### src/tor_pkg.sv
// Package for the timed offset regulator: field widths, register indexes,
// request/result/config structs. No dependencies.
`default_nettype none

package tor_pkg;

   localparam int VALUE_W    = 32;  // Q16.16 values and thresholds
   localparam int TICK_W     = 16;  // countdown lengths
   localparam int OFS_W      = 8;   // signed offset
   localparam int CSR_IDX_W  = 4;
   localparam int CSR_DATA_W = 32;

   // Base-case direction: 0 = default when below threshold, 1 = when above
   localparam bit CHECK_ABOVE = 1'b0;

   localparam logic [CSR_IDX_W-1:0] IDX_BASE_THRESHOLD = 4'd0;
   localparam logic [CSR_IDX_W-1:0] IDX_HIGH_THRESHOLD = 4'd1;
   localparam logic [CSR_IDX_W-1:0] IDX_LOW_THRESHOLD  = 4'd2;
   localparam logic [CSR_IDX_W-1:0] IDX_DOWN_TICKS     = 4'd3;
   localparam logic [CSR_IDX_W-1:0] IDX_UP_TICKS       = 4'd4;
   localparam logic [CSR_IDX_W-1:0] IDX_LOWEST_OFFSET  = 4'd5;
   localparam logic [CSR_IDX_W-1:0] IDX_HIGHEST_OFFSET = 4'd6;
   localparam logic [CSR_IDX_W-1:0] IDX_HOME_OFFSET    = 4'd7;

   typedef struct packed {
      logic signed [VALUE_W-1:0] base_threshold;
      logic signed [VALUE_W-1:0] high_threshold;
      logic signed [VALUE_W-1:0] low_threshold;
      logic        [TICK_W-1:0]  down_ticks;
      logic        [TICK_W-1:0]  up_ticks;
      logic signed [OFS_W-1:0]   lowest_offset;
      logic signed [OFS_W-1:0]   highest_offset;
      logic signed [OFS_W-1:0]   home_offset;
   } cfg_type;

   // Countdown reload strobes caused by a tick-length write
   typedef struct packed {
      logic              down;
      logic              up;
      logic [TICK_W-1:0] ticks;
   } reload_type;

   typedef struct packed {
      logic signed [VALUE_W-1:0] base_value;
      logic signed [VALUE_W-1:0] regulation_value;
   } item_type;

   typedef struct packed {
      logic signed [OFS_W-1:0] offset_now;
      logic                    went_default;
      logic [TICK_W-1:0]       down_left;
      logic [TICK_W-1:0]       up_left;
   } result_type;

endpackage

`default_nettype wire

### src/tor_req_if.sv
// Request channel of the timed offset regulator: valid/ready plus input fields.
// Depends on tor_pkg.
`default_nettype none

interface tor_req_if import tor_pkg::*;
();
   logic                      valid;
   logic                      ready;
   logic signed [VALUE_W-1:0] base_value;
   logic signed [VALUE_W-1:0] regulation_value;

   modport source (output valid, output base_value, output regulation_value, input ready);
   modport sink   (input valid, input base_value, input regulation_value, output ready);
endinterface

`default_nettype wire

### src/tor_rsp_if.sv
// Result channel of the timed offset regulator: valid/ready plus result fields.
// Depends on tor_pkg.
`default_nettype none

interface tor_rsp_if import tor_pkg::*;
();
   logic                    valid;
   logic                    ready;
   logic signed [OFS_W-1:0] offset_now;
   logic                    went_default;
   logic [TICK_W-1:0]       down_left;
   logic [TICK_W-1:0]       up_left;

   modport source (output valid, output offset_now, output went_default,
                   output down_left, output up_left, input ready);
   modport sink   (input valid, input offset_now, input went_default,
                   input down_left, input up_left, output ready);
endinterface

`default_nettype wire

### src/tor_csr.sv
// Configuration registers of the timed offset regulator, with countdown reload strobes.
// Depends on tor_pkg.
`default_nettype none

module tor_csr import tor_pkg::*;
(
   input  wire logic                  clock,
   input  wire logic                  reset,
   input  wire logic                  csr_write,
   input  wire logic [CSR_IDX_W-1:0]  csr_index,
   input  wire logic [CSR_DATA_W-1:0] csr_data,
   output cfg_type                    cfg,
   output reload_type                 reload
);

   cfg_type cfg_ff, cfg_in;

   always_comb begin
      cfg_in = cfg_ff;
      if (csr_write) begin
         case (csr_index)
            IDX_BASE_THRESHOLD: cfg_in.base_threshold = csr_data[VALUE_W-1:0];
            IDX_HIGH_THRESHOLD: cfg_in.high_threshold = csr_data[VALUE_W-1:0];
            IDX_LOW_THRESHOLD:  cfg_in.low_threshold  = csr_data[VALUE_W-1:0];
            IDX_DOWN_TICKS:     cfg_in.down_ticks     = csr_data[TICK_W-1:0];
            IDX_UP_TICKS:       cfg_in.up_ticks       = csr_data[TICK_W-1:0];
            IDX_LOWEST_OFFSET:  cfg_in.lowest_offset  = csr_data[OFS_W-1:0];
            IDX_HIGHEST_OFFSET: cfg_in.highest_offset = csr_data[OFS_W-1:0];
            IDX_HOME_OFFSET:    cfg_in.home_offset    = csr_data[OFS_W-1:0];
            default:            cfg_in = cfg_ff;  // drop writes past the list
         endcase
      end
   end

   always_ff @(posedge clock) begin
      if (reset) begin
         cfg_ff <= '0;
      end else begin
         cfg_ff <= cfg_in;
      end
   end

   assign cfg          = cfg_ff;
   assign reload.down  = csr_write && (csr_index == IDX_DOWN_TICKS);
   assign reload.up    = csr_write && (csr_index == IDX_UP_TICKS);
   assign reload.ticks = csr_data[TICK_W-1:0];

endmodule

`default_nettype wire

### src/tor_core.sv
// Offset and countdown state of the timed offset regulator and its one-step update.
// Depends on tor_pkg.
`default_nettype none

module tor_core import tor_pkg::*;
(
   input  wire logic   clock,
   input  wire logic   reset,
   input  wire logic   advance,
   input  item_type    item,
   input  cfg_type     cfg,
   input  reload_type  reload,
   output result_type  result
);

   logic signed [OFS_W-1:0] offset_ff, offset_in;
   logic [TICK_W-1:0]       down_ff, down_in;
   logic [TICK_W-1:0]       up_ff, up_in;

   logic                    hit;
   logic signed [OFS_W-1:0] ofs_mid;
   logic signed [OFS_W-1:0] ofs_new;
   logic [TICK_W-1:0]       down_new;
   logic [TICK_W-1:0]       up_new;

   always_comb begin
      hit = CHECK_ABOVE ? (item.base_value > cfg.base_threshold)
                        : (item.base_value < cfg.base_threshold);
      ofs_mid  = offset_ff;
      down_new = down_ff;
      up_new   = up_ff;
      if (hit) begin
         ofs_mid  = cfg.home_offset;
         down_new = cfg.down_ticks;
         up_new   = cfg.up_ticks;
      end else if (offset_ff > cfg.lowest_offset) begin
         // decrease timer runs first
         if (item.regulation_value > cfg.high_threshold) begin
            if (down_ff != '0) begin
               down_new = down_ff - 1'b1;
            end else begin
               ofs_mid  = offset_ff - 8'sd1;
               down_new = cfg.down_ticks;
            end
         end else if (down_ff < cfg.down_ticks) begin
            down_new = down_ff + 1'b1;
         end
      end
      ofs_new = ofs_mid;
      // increase timer sees the offset left by the decrease timer
      if (!hit && (ofs_mid < cfg.highest_offset)) begin
         if (item.regulation_value < cfg.low_threshold) begin
            if (up_ff != '0) begin
               up_new = up_ff - 1'b1;
            end else begin
               ofs_new = ofs_mid + 8'sd1;
               up_new  = cfg.up_ticks;
            end
         end else if (up_ff < cfg.up_ticks) begin
            up_new = up_ff + 1'b1;
         end
      end
   end

   always_comb begin
      offset_in = offset_ff;
      down_in   = down_ff;
      up_in     = up_ff;
      if (advance) begin
         offset_in = ofs_new;
         down_in   = down_new;
         up_in     = up_new;
      end
      if (reload.down) begin
         down_in = reload.ticks;
      end
      if (reload.up) begin
         up_in = reload.ticks;
      end
   end

   always_ff @(posedge clock) begin
      if (reset) begin
         offset_ff <= '0;
         down_ff   <= '0;
         up_ff     <= '0;
      end else begin
         offset_ff <= offset_in;
         down_ff   <= down_in;
         up_ff     <= up_in;
      end
   end

   assign result.offset_now   = ofs_new;
   assign result.went_default = hit;
   assign result.down_left    = down_new;
   assign result.up_left      = up_new;

   // Outside a return to default the offset moves by at most one step
   a_offset_step: assert property (@(posedge clock) disable iff (reset)
      advance && !hit && !reload.down && !reload.up |=>
         (offset_ff == $past(offset_ff)) ||
         (offset_ff == $past(offset_ff) + 8'sd1) ||
         (offset_ff == $past(offset_ff) - 8'sd1))
      else $error("offset moved by more than one step");

endmodule

`default_nettype wire

### src/timed_offset_regulator.sv
// Top level of the timed offset regulator: request register, result register, handshake.
// Depends on tor_pkg, tor_req_if, tor_rsp_if, tor_csr and tor_core.
`default_nettype none

//  channel  | direction | handshake          | payload
//  ---------+-----------+--------------------+-----------------------------------------
//  req_chan | in        | valid / ready      | base_value, regulation_value
//  rsp_chan | out       | valid / ready      | offset_now, went_default, down_left, up_left
//  csr_*    | in        | csr_write (no wait)| csr_index, csr_data
//
//  A request is captured in the request register, updated combinationally against the
//  offset and countdown state and lands in the result register; one request per
//  cycle sustained while the result channel takes results.
//  Reset (synchronous, active high) clears the configuration, the state and both
//  valid flags. A stalled result holds the result register; the request register
//  keeps accepting while the result register can still drain.

module timed_offset_regulator import tor_pkg::*;
(
   input  wire logic                  clock,
   input  wire logic                  reset,
   tor_req_if.sink                    req_chan,
   tor_rsp_if.source                  rsp_chan,
   input  wire logic                  csr_write,
   input  wire logic [CSR_IDX_W-1:0]  csr_index,
   input  wire logic [CSR_DATA_W-1:0] csr_data
);

   cfg_type    cfg;
   reload_type reload;
   result_type result;

   logic       req_valid_ff, req_valid_in;
   item_type   req_item_ff, req_item_in;
   logic       rsp_valid_ff, rsp_valid_in;
   result_type rsp_item_ff, rsp_item_in;

   logic       advance;
   logic       req_take;

   // Move the held request into the result stage when that stage is free or draining
   assign advance  = req_valid_ff && (!rsp_valid_ff || rsp_chan.ready);
   assign req_take = !req_valid_ff || advance;
   assign req_chan.ready = req_take;

   always_comb begin
      req_valid_in = req_valid_ff;
      req_item_in  = req_item_ff;
      if (req_take) begin
         req_valid_in = req_chan.valid;
         req_item_in.base_value       = req_chan.base_value;
         req_item_in.regulation_value = req_chan.regulation_value;
      end
   end

   always_comb begin
      rsp_valid_in = rsp_valid_ff;
      rsp_item_in  = rsp_item_ff;
      if (advance) begin
         rsp_valid_in = 1'b1;
         rsp_item_in  = result;
      end else if (rsp_chan.ready) begin
         rsp_valid_in = 1'b0;  // drop the delivered result
      end
   end

   always_ff @(posedge clock) begin
      if (reset) begin
         req_valid_ff <= 1'b0;
         rsp_valid_ff <= 1'b0;
      end else begin
         req_valid_ff <= req_valid_in;
         rsp_valid_ff <= rsp_valid_in;
      end
   end

   // Payload registers need no reset
   always_ff @(posedge clock) begin
      req_item_ff <= req_item_in;
      rsp_item_ff <= rsp_item_in;
   end

   tor_csr u_csr (
      .clock     (clock),
      .reset     (reset),
      .csr_write (csr_write),
      .csr_index (csr_index),
      .csr_data  (csr_data),
      .cfg       (cfg),
      .reload    (reload)
   );

   tor_core u_core (
      .clock   (clock),
      .reset   (reset),
      .advance (advance),
      .item    (req_item_ff),
      .cfg     (cfg),
      .reload  (reload),
      .result  (result)
   );

   assign rsp_chan.valid        = rsp_valid_ff;
   assign rsp_chan.offset_now   = rsp_item_ff.offset_now;
   assign rsp_chan.went_default = rsp_item_ff.went_default;
   assign rsp_chan.down_left    = rsp_item_ff.down_left;
   assign rsp_chan.up_left      = rsp_item_ff.up_left;

   // A full request register only takes a new request when it moves on
   a_no_overwrite: assert property (@(posedge clock) disable iff (reset)
      req_valid_ff && req_chan.valid && req_take |-> advance)
      else $error("held request overwritten");

   // A result only leaves the result register when it was taken
   a_no_loss: assert property (@(posedge clock) disable iff (reset)
      $fell(rsp_valid_ff) |-> $past(rsp_chan.ready))
      else $error("result dropped without handshake");

   // A return to default reports fully reloaded countdowns
   a_default_reload: assert property (@(posedge clock) disable iff (reset)
      advance && result.went_default |=>
         rsp_chan.down_left == cfg.down_ticks && rsp_chan.up_left == cfg.up_ticks)
      else $error("default result without reloaded countdowns");

endmodule

`default_nettype wire
### src/flat_wrapper.sv
// flat-port wrapper written by rule: the top's interface ports become plain ports
module timed_offset_regulator_flat import tor_pkg::*;
  (clock, reset, csr_write, csr_index, csr_data, req_chan_valid, req_chan_base_value, req_chan_regulation_value, req_chan_ready, rsp_chan_valid, rsp_chan_offset_now, rsp_chan_went_default, rsp_chan_down_left, rsp_chan_up_left, rsp_chan_ready);
  tor_req_if req_chan_i ();
  tor_rsp_if rsp_chan_i ();
  input  wire logic clock;
  input  wire logic reset;
  input  wire logic csr_write;
  input  wire logic [CSR_IDX_W-1:0] csr_index;
  input  wire logic [CSR_DATA_W-1:0] csr_data;
  input wire logic [$bits(req_chan_i.valid)-1:0] req_chan_valid;
  input wire logic [$bits(req_chan_i.base_value)-1:0] req_chan_base_value;
  input wire logic [$bits(req_chan_i.regulation_value)-1:0] req_chan_regulation_value;
  output wire logic [$bits(req_chan_i.ready)-1:0] req_chan_ready;
  output wire logic [$bits(rsp_chan_i.valid)-1:0] rsp_chan_valid;
  output wire logic [$bits(rsp_chan_i.offset_now)-1:0] rsp_chan_offset_now;
  output wire logic [$bits(rsp_chan_i.went_default)-1:0] rsp_chan_went_default;
  output wire logic [$bits(rsp_chan_i.down_left)-1:0] rsp_chan_down_left;
  output wire logic [$bits(rsp_chan_i.up_left)-1:0] rsp_chan_up_left;
  input wire logic [$bits(rsp_chan_i.ready)-1:0] rsp_chan_ready;
  assign req_chan_i.valid = req_chan_valid;
  assign req_chan_i.base_value = req_chan_base_value;
  assign req_chan_i.regulation_value = req_chan_regulation_value;
  assign req_chan_ready = req_chan_i.ready;
  assign rsp_chan_valid = rsp_chan_i.valid;
  assign rsp_chan_offset_now = rsp_chan_i.offset_now;
  assign rsp_chan_went_default = rsp_chan_i.went_default;
  assign rsp_chan_down_left = rsp_chan_i.down_left;
  assign rsp_chan_up_left = rsp_chan_i.up_left;
  assign rsp_chan_i.ready = rsp_chan_ready;
  timed_offset_regulator u_core (.clock(clock), .reset(reset), .req_chan(req_chan_i), .rsp_chan(rsp_chan_i), .csr_write(csr_write), .csr_index(csr_index), .csr_data(csr_data));
endmodule
### config.mk
export PLATFORM = sky130hd
export DESIGN_NAME = timed_offset_regulator_flat
export DESIGN_NICKNAME = d
export VERILOG_FILES = /design/src/tor_pkg.sv /design/src/tor_req_if.sv /design/src/tor_rsp_if.sv /design/src/tor_csr.sv /design/src/tor_core.sv /design/src/timed_offset_regulator.sv /design/src/flat_wrapper.sv
export SDC_FILE = /design/constraint.sdc
export NUM_CORES = 1
export LEC_CHECK = 0
export BUFFER_PORTS_ARGS = -buffer_cell sky130_fd_sc_hd__buf_2
export CAP_MARGIN = 40
export CELL_PAD_IN_SITES_DETAIL_PLACEMENT = 0
export CELL_PAD_IN_SITES_GLOBAL_PLACEMENT = 1
export CORE_MARGIN = 5
export CORE_UTILIZATION = 30
export CTS_CLUSTER_DIAMETER = 120
export CTS_CLUSTER_SIZE = 14
export DETAILED_ROUTE_END_ITERATION = 10
export PLACE_DENSITY = 0.66
export SLEW_MARGIN = 5
export SYNTH_ARGS = -nofsm -noshare
export SYNTH_HDL_FRONTEND = slang
export SYNTH_SLANG_ARGS = --single-unit
### constraint.sdc
create_clock -name clock -period 9.7 [get_ports clock]
set_input_delay 1.94 -clock clock [delete_from_list [all_inputs] [get_ports clock]]
set_output_delay 1.94 -clock clock [all_outputs]
set_load 0.02 [all_outputs]
==> results.json <==
{
  "gr-usage-all-layers": 0.168,
  "hold_buffers": 0,
  "r2r-end": "u_core.u_core.up_ff[3]$_SDFFE_PP0P_",
  "p_sw_frac": 0.323,
  "drtPass1Iterations": 5,
  "cts_tree": "yes",
  "ys_types": 81,
  "fin_util": 0.344,
  "clk_pin_slew_ns": 0.07,
  "p_per_area_nw_per_um2": 167,
  "start_util": 0.303,
  "core_um2": 55100,
  "cp-start-kind": "register",
  "numPortBuffers": 147,
  "multiInputGateArea_um2": 8660,
  "dieArea_um2": 60500,
  "hp-start": "u_core.u_csr.cfg[63]$_SDFFE_PP0P_",
  "synth_top_family_by_area": "simple AND/OR/NAND/NOR gates",
  "synth_most_common_cell": "nand2_1",
  "slew-limit-headroom": 0.403,
  "fin_crit_sh": 0.695,
  "clock_sinks": 299,
  "dr_wl_met3_mm": 2.82,
  "nets": 2286,
  "hold_slack_ns": 0.454,
  "synth-compound-area-share": 0.178,
  "wl_mm": 52.4,
  "cellLeakagePower_nw": 6.90,
  "dp_cells": 2756,
  "synth.top_cells.by_count": "nand2_1, a21oi_1, dfxtp_1",
  "status": "complete, no violations",
  "die_x_um": 246,
  "critical_path_class": "reg -> reg",
  "synth_seq_cells": 299,
  "drt-met1-wl_mm": 24.6,
  "drt_iter0_drc": 908,
  "synth_area_leaders": "dfxtp_1, edfxtp_1, ha_1",
  "drive_above_1_share": 0.115,
  "yosys_warnings": 0,
  "ys_seq_area_frac": 0.421,
  "setup_tns_ns": 0,
  "whs_path_depth": 2,
  "synth_fa_ha_area_frac": 0.109,
  "synth_edf_count": 105,
  "wl_per_cell_um": 18.7,
  "synth.area.mux_share": 0.0258,
  "final.setup_skew_ns": 0.0230,
  "slew_viol_final": 0,
  "syn-cell-area_um2": 16700,
  "rrSetupSlack_ns": 2.95,
  "min_period_ns": 6.75,
  "design_power_total_mw": 3.16,
  "synthSimpleGateAreaFrac": 0.181,
  "ctsResizeCount": 0,
  "insertion_delay_ns": 0.57,
  "via_per_inst": 5.04,
  "grt_overflow": 0,
  "whs_endpoint": "u_core.u_csr.cfg[63]$_SDFFE_PP0P_",
  "top_layer": "met5",
  "antenna_found_initial": 7,
  "die_h_um": 246,
  "root_buffer": "clkbuf_16",
  "crit_path_max_fanout": 27,
  "finalSetupViolations": 0,
  "synth.top_cell.area_share": 0.232,
  "grt_first_pass_wirelength_mm": 81.2,
  "fmax_ghz": 0.148,
  "h-tree-depth": 1,
  "drc": 0,
  "n_antenna_cell": 0,
  "regArea_um2": 7040,
  "post_synth_xor_area_fraction": 0.0214,
  "ioPinCount": 148,
  "setup.worst_path.end_class": "register",
  "rr_worst_depth": 18,
  "ant_nets": 0,
  "cts_buffers": 25,
  "wl_met2_mm": 23.9,
  "worstMarginPinSlew_ns": 0.892,
  "worstPathArrival_ns": 7.22,
  "first_global_vias": 13800,
  "rsz0062_at_grt": "no",
  "cp.required_ns": 10.18,
  "worstReg2RegStart": "u_core.u_core.down_ff[6]$_SDFFE_PP0P_",
  "nFillCells": 5771,
  "hp-class": "reg -> reg",
  "pwr-share-comb": 0.244,
  "synthToLayoutAreaGrowth_pct": 13.5,
  "rows": 86,
  "post_cts_buffers": 0,
  "hold_viol": 0,
  "switching_power_mw": 1.02,
  "gp_congestion": 0.872,
  "avgSynthCellArea_um2": 8.57,
  "hpwlAfterDp_mm": 36.6,
  "pwr-share-seq": 0.448,
  "clockBufferDepth": 3,
  "synth_ff_type": "dfxtp_1",
  "clkPwrFrac": 0.308,
  "synth_top_area_cell": "dfxtp_1",
  "syn_nets": 2202,
  "synthCells": 1951,
  "grt_max_degree": 101,
  "vdd.ir_drop.worst_uv": 112,
  "synth-async-reset-ratio": 0,
  "p_int_mw": 2.14,
  "vias": 14100,
  "cap_violations": 0,
  "finalNonFillerCells": 2801
}
==> layer usage <==
metal	up-vias	track usage
met5	-	0
met4	14	0.0318
met3	70	0.0286
met2	348	0.278
met1	6708	0.234
li1	6991	-
==> power by group through the flow <==
stage	combinational [mW]	clock (mW)	sequential [mW]
CTS	0.771	1.01	1.42
global placement	0.738	0	1.45
global route	0.853	1.05	1.42
detailed placement	0.766	0	1.45
floorplan	0.516	0	1.44
finish	0.771	0.972	1.42
==> area by class of cell <==
cell class	instances	area share
Multi-Input combinational cell	1373	0.456
Sequential cell	299	0.371
Timing Repair Buffer	177	0.0546
Tap cell	748	0.0493
Clock buffer	43	0.0365
Inverter	159	0.0315
Clock inverter	2	0.00106
==> cells in the final DEF (no fill, tap or decap), types with 8 or more instances in the layout <==
master	instances
o21ai_1	21
xnor2_1	24
a21oi_1	222
nor2_1	119
nand3_1	36
clkbuf_16	25
edfxtp_1	105
and4_1	8
mux2i_1	33
o211ai_1	15
a31oi_1	13
nor3_1	16
nand3b_1	8
buf_2	147
o31ai_1	10
clkbuf_1	18
inv_1	157
a22oi_1	10
a211oi_1	27
nand4_1	26
o21ai_0	59
nor4_1	12
and3_1	16
o21a_1	12
nand2_1	358
a21o_1	25
nand2b_1	11
buf_4	21
dfxtp_1	194
xor2_1	15
mux2_2	8
ha_1	146
==> state kept, by name, indices dropped and copies added (netlist names) <==
register                      flops
u_core.req_valid_ff               1
u_core.u_core.down_ff            16
u_core.rsp_chan.valid             1
u_core.u_core.up_ff              16
u_core.u_core.offset_ff           8
u_core.req_item_ff               64
u_core.u_csr.cfg                152
u_core.rsp_chan.up_left          16
u_core.rsp_chan.went_default      1
u_core.rsp_chan.offset_now        8
u_core.rsp_chan.down_left        16
==> how the worst max path moves through the flow <==
stage / slack [ns] / from / endpoint / cells after the start
final: 2.95 / u_core.u_core.down_ff[6]$_SDFFE_PP0P_ / u_core.u_core.up_ff[3]$_SDFFE_PP0P_ / 18
after global routing: 2.46 / u_core.u_core.down_ff[6]$_SDFFE_PP0P_ / u_core.u_core.up_ff[2]$_SDFFE_PP0P_ / 18
after CTS: 2.97 / u_core.u_core.down_ff[6]$_SDFFE_PP0P_ / u_core.u_core.up_ff[3]$_SDFFE_PP0P_ / 18
after detailed placement: 2.99 / u_core.u_core.down_ff[6]$_SDFFE_PP0P_ / u_core.u_core.up_ff[3]$_SDFFE_PP0P_ / 18
after floorplan: 4.28 / rsp_chan_ready / req_chan_ready / 2
after global placement: 2.91 / u_core.u_csr.cfg[131]$_SDFFE_PP0P_ / u_core.u_core.up_ff[12]$_SDFFE_PP0P_ / 19
==> worst max-delay path: stages, from the launching register on <==
cell and delay, ns:
dfxtp_1 0.43, or4_4 0.62, nor3_4 0.26, nand4_4 0.39, or3_4 0.60, or4_4 0.52, a31oi_4 0.23, ha_1 0.28
a21o_1 0.18, a21o_1 0.18, o311ai_0 0.65, nor2_1 0.14, a211oi_2 0.30, o311a_1 0.72, o21ai_2 0.35, buf_6 0.25
a32oi_1 0.22, nand2_1 0.08, a211oi_1 0.24
==> logic make-up after synthesis <==
| group | count (synthesis) |
|---|---|
| fa+ha+maj | 146 |
| xor+xnor | 40 |
| mux | 42 |
| buf+inv | 279 |
| flops | 299 |
| compound gates | 481 |
| simple gates | 664 |
==> per-stage QoR <==
stage	area [µm²]	worst slack [ns]
3_5_place_dp	18300	2.99
3_3_place_gp	18100	2.91
5_1_grt	19000	2.46
2_1_floorplan	16700	4.28
6_report	19000	2.95
4_1_cts	19000	2.97
No activity file was read; power rests on OpenSTA's default activity.
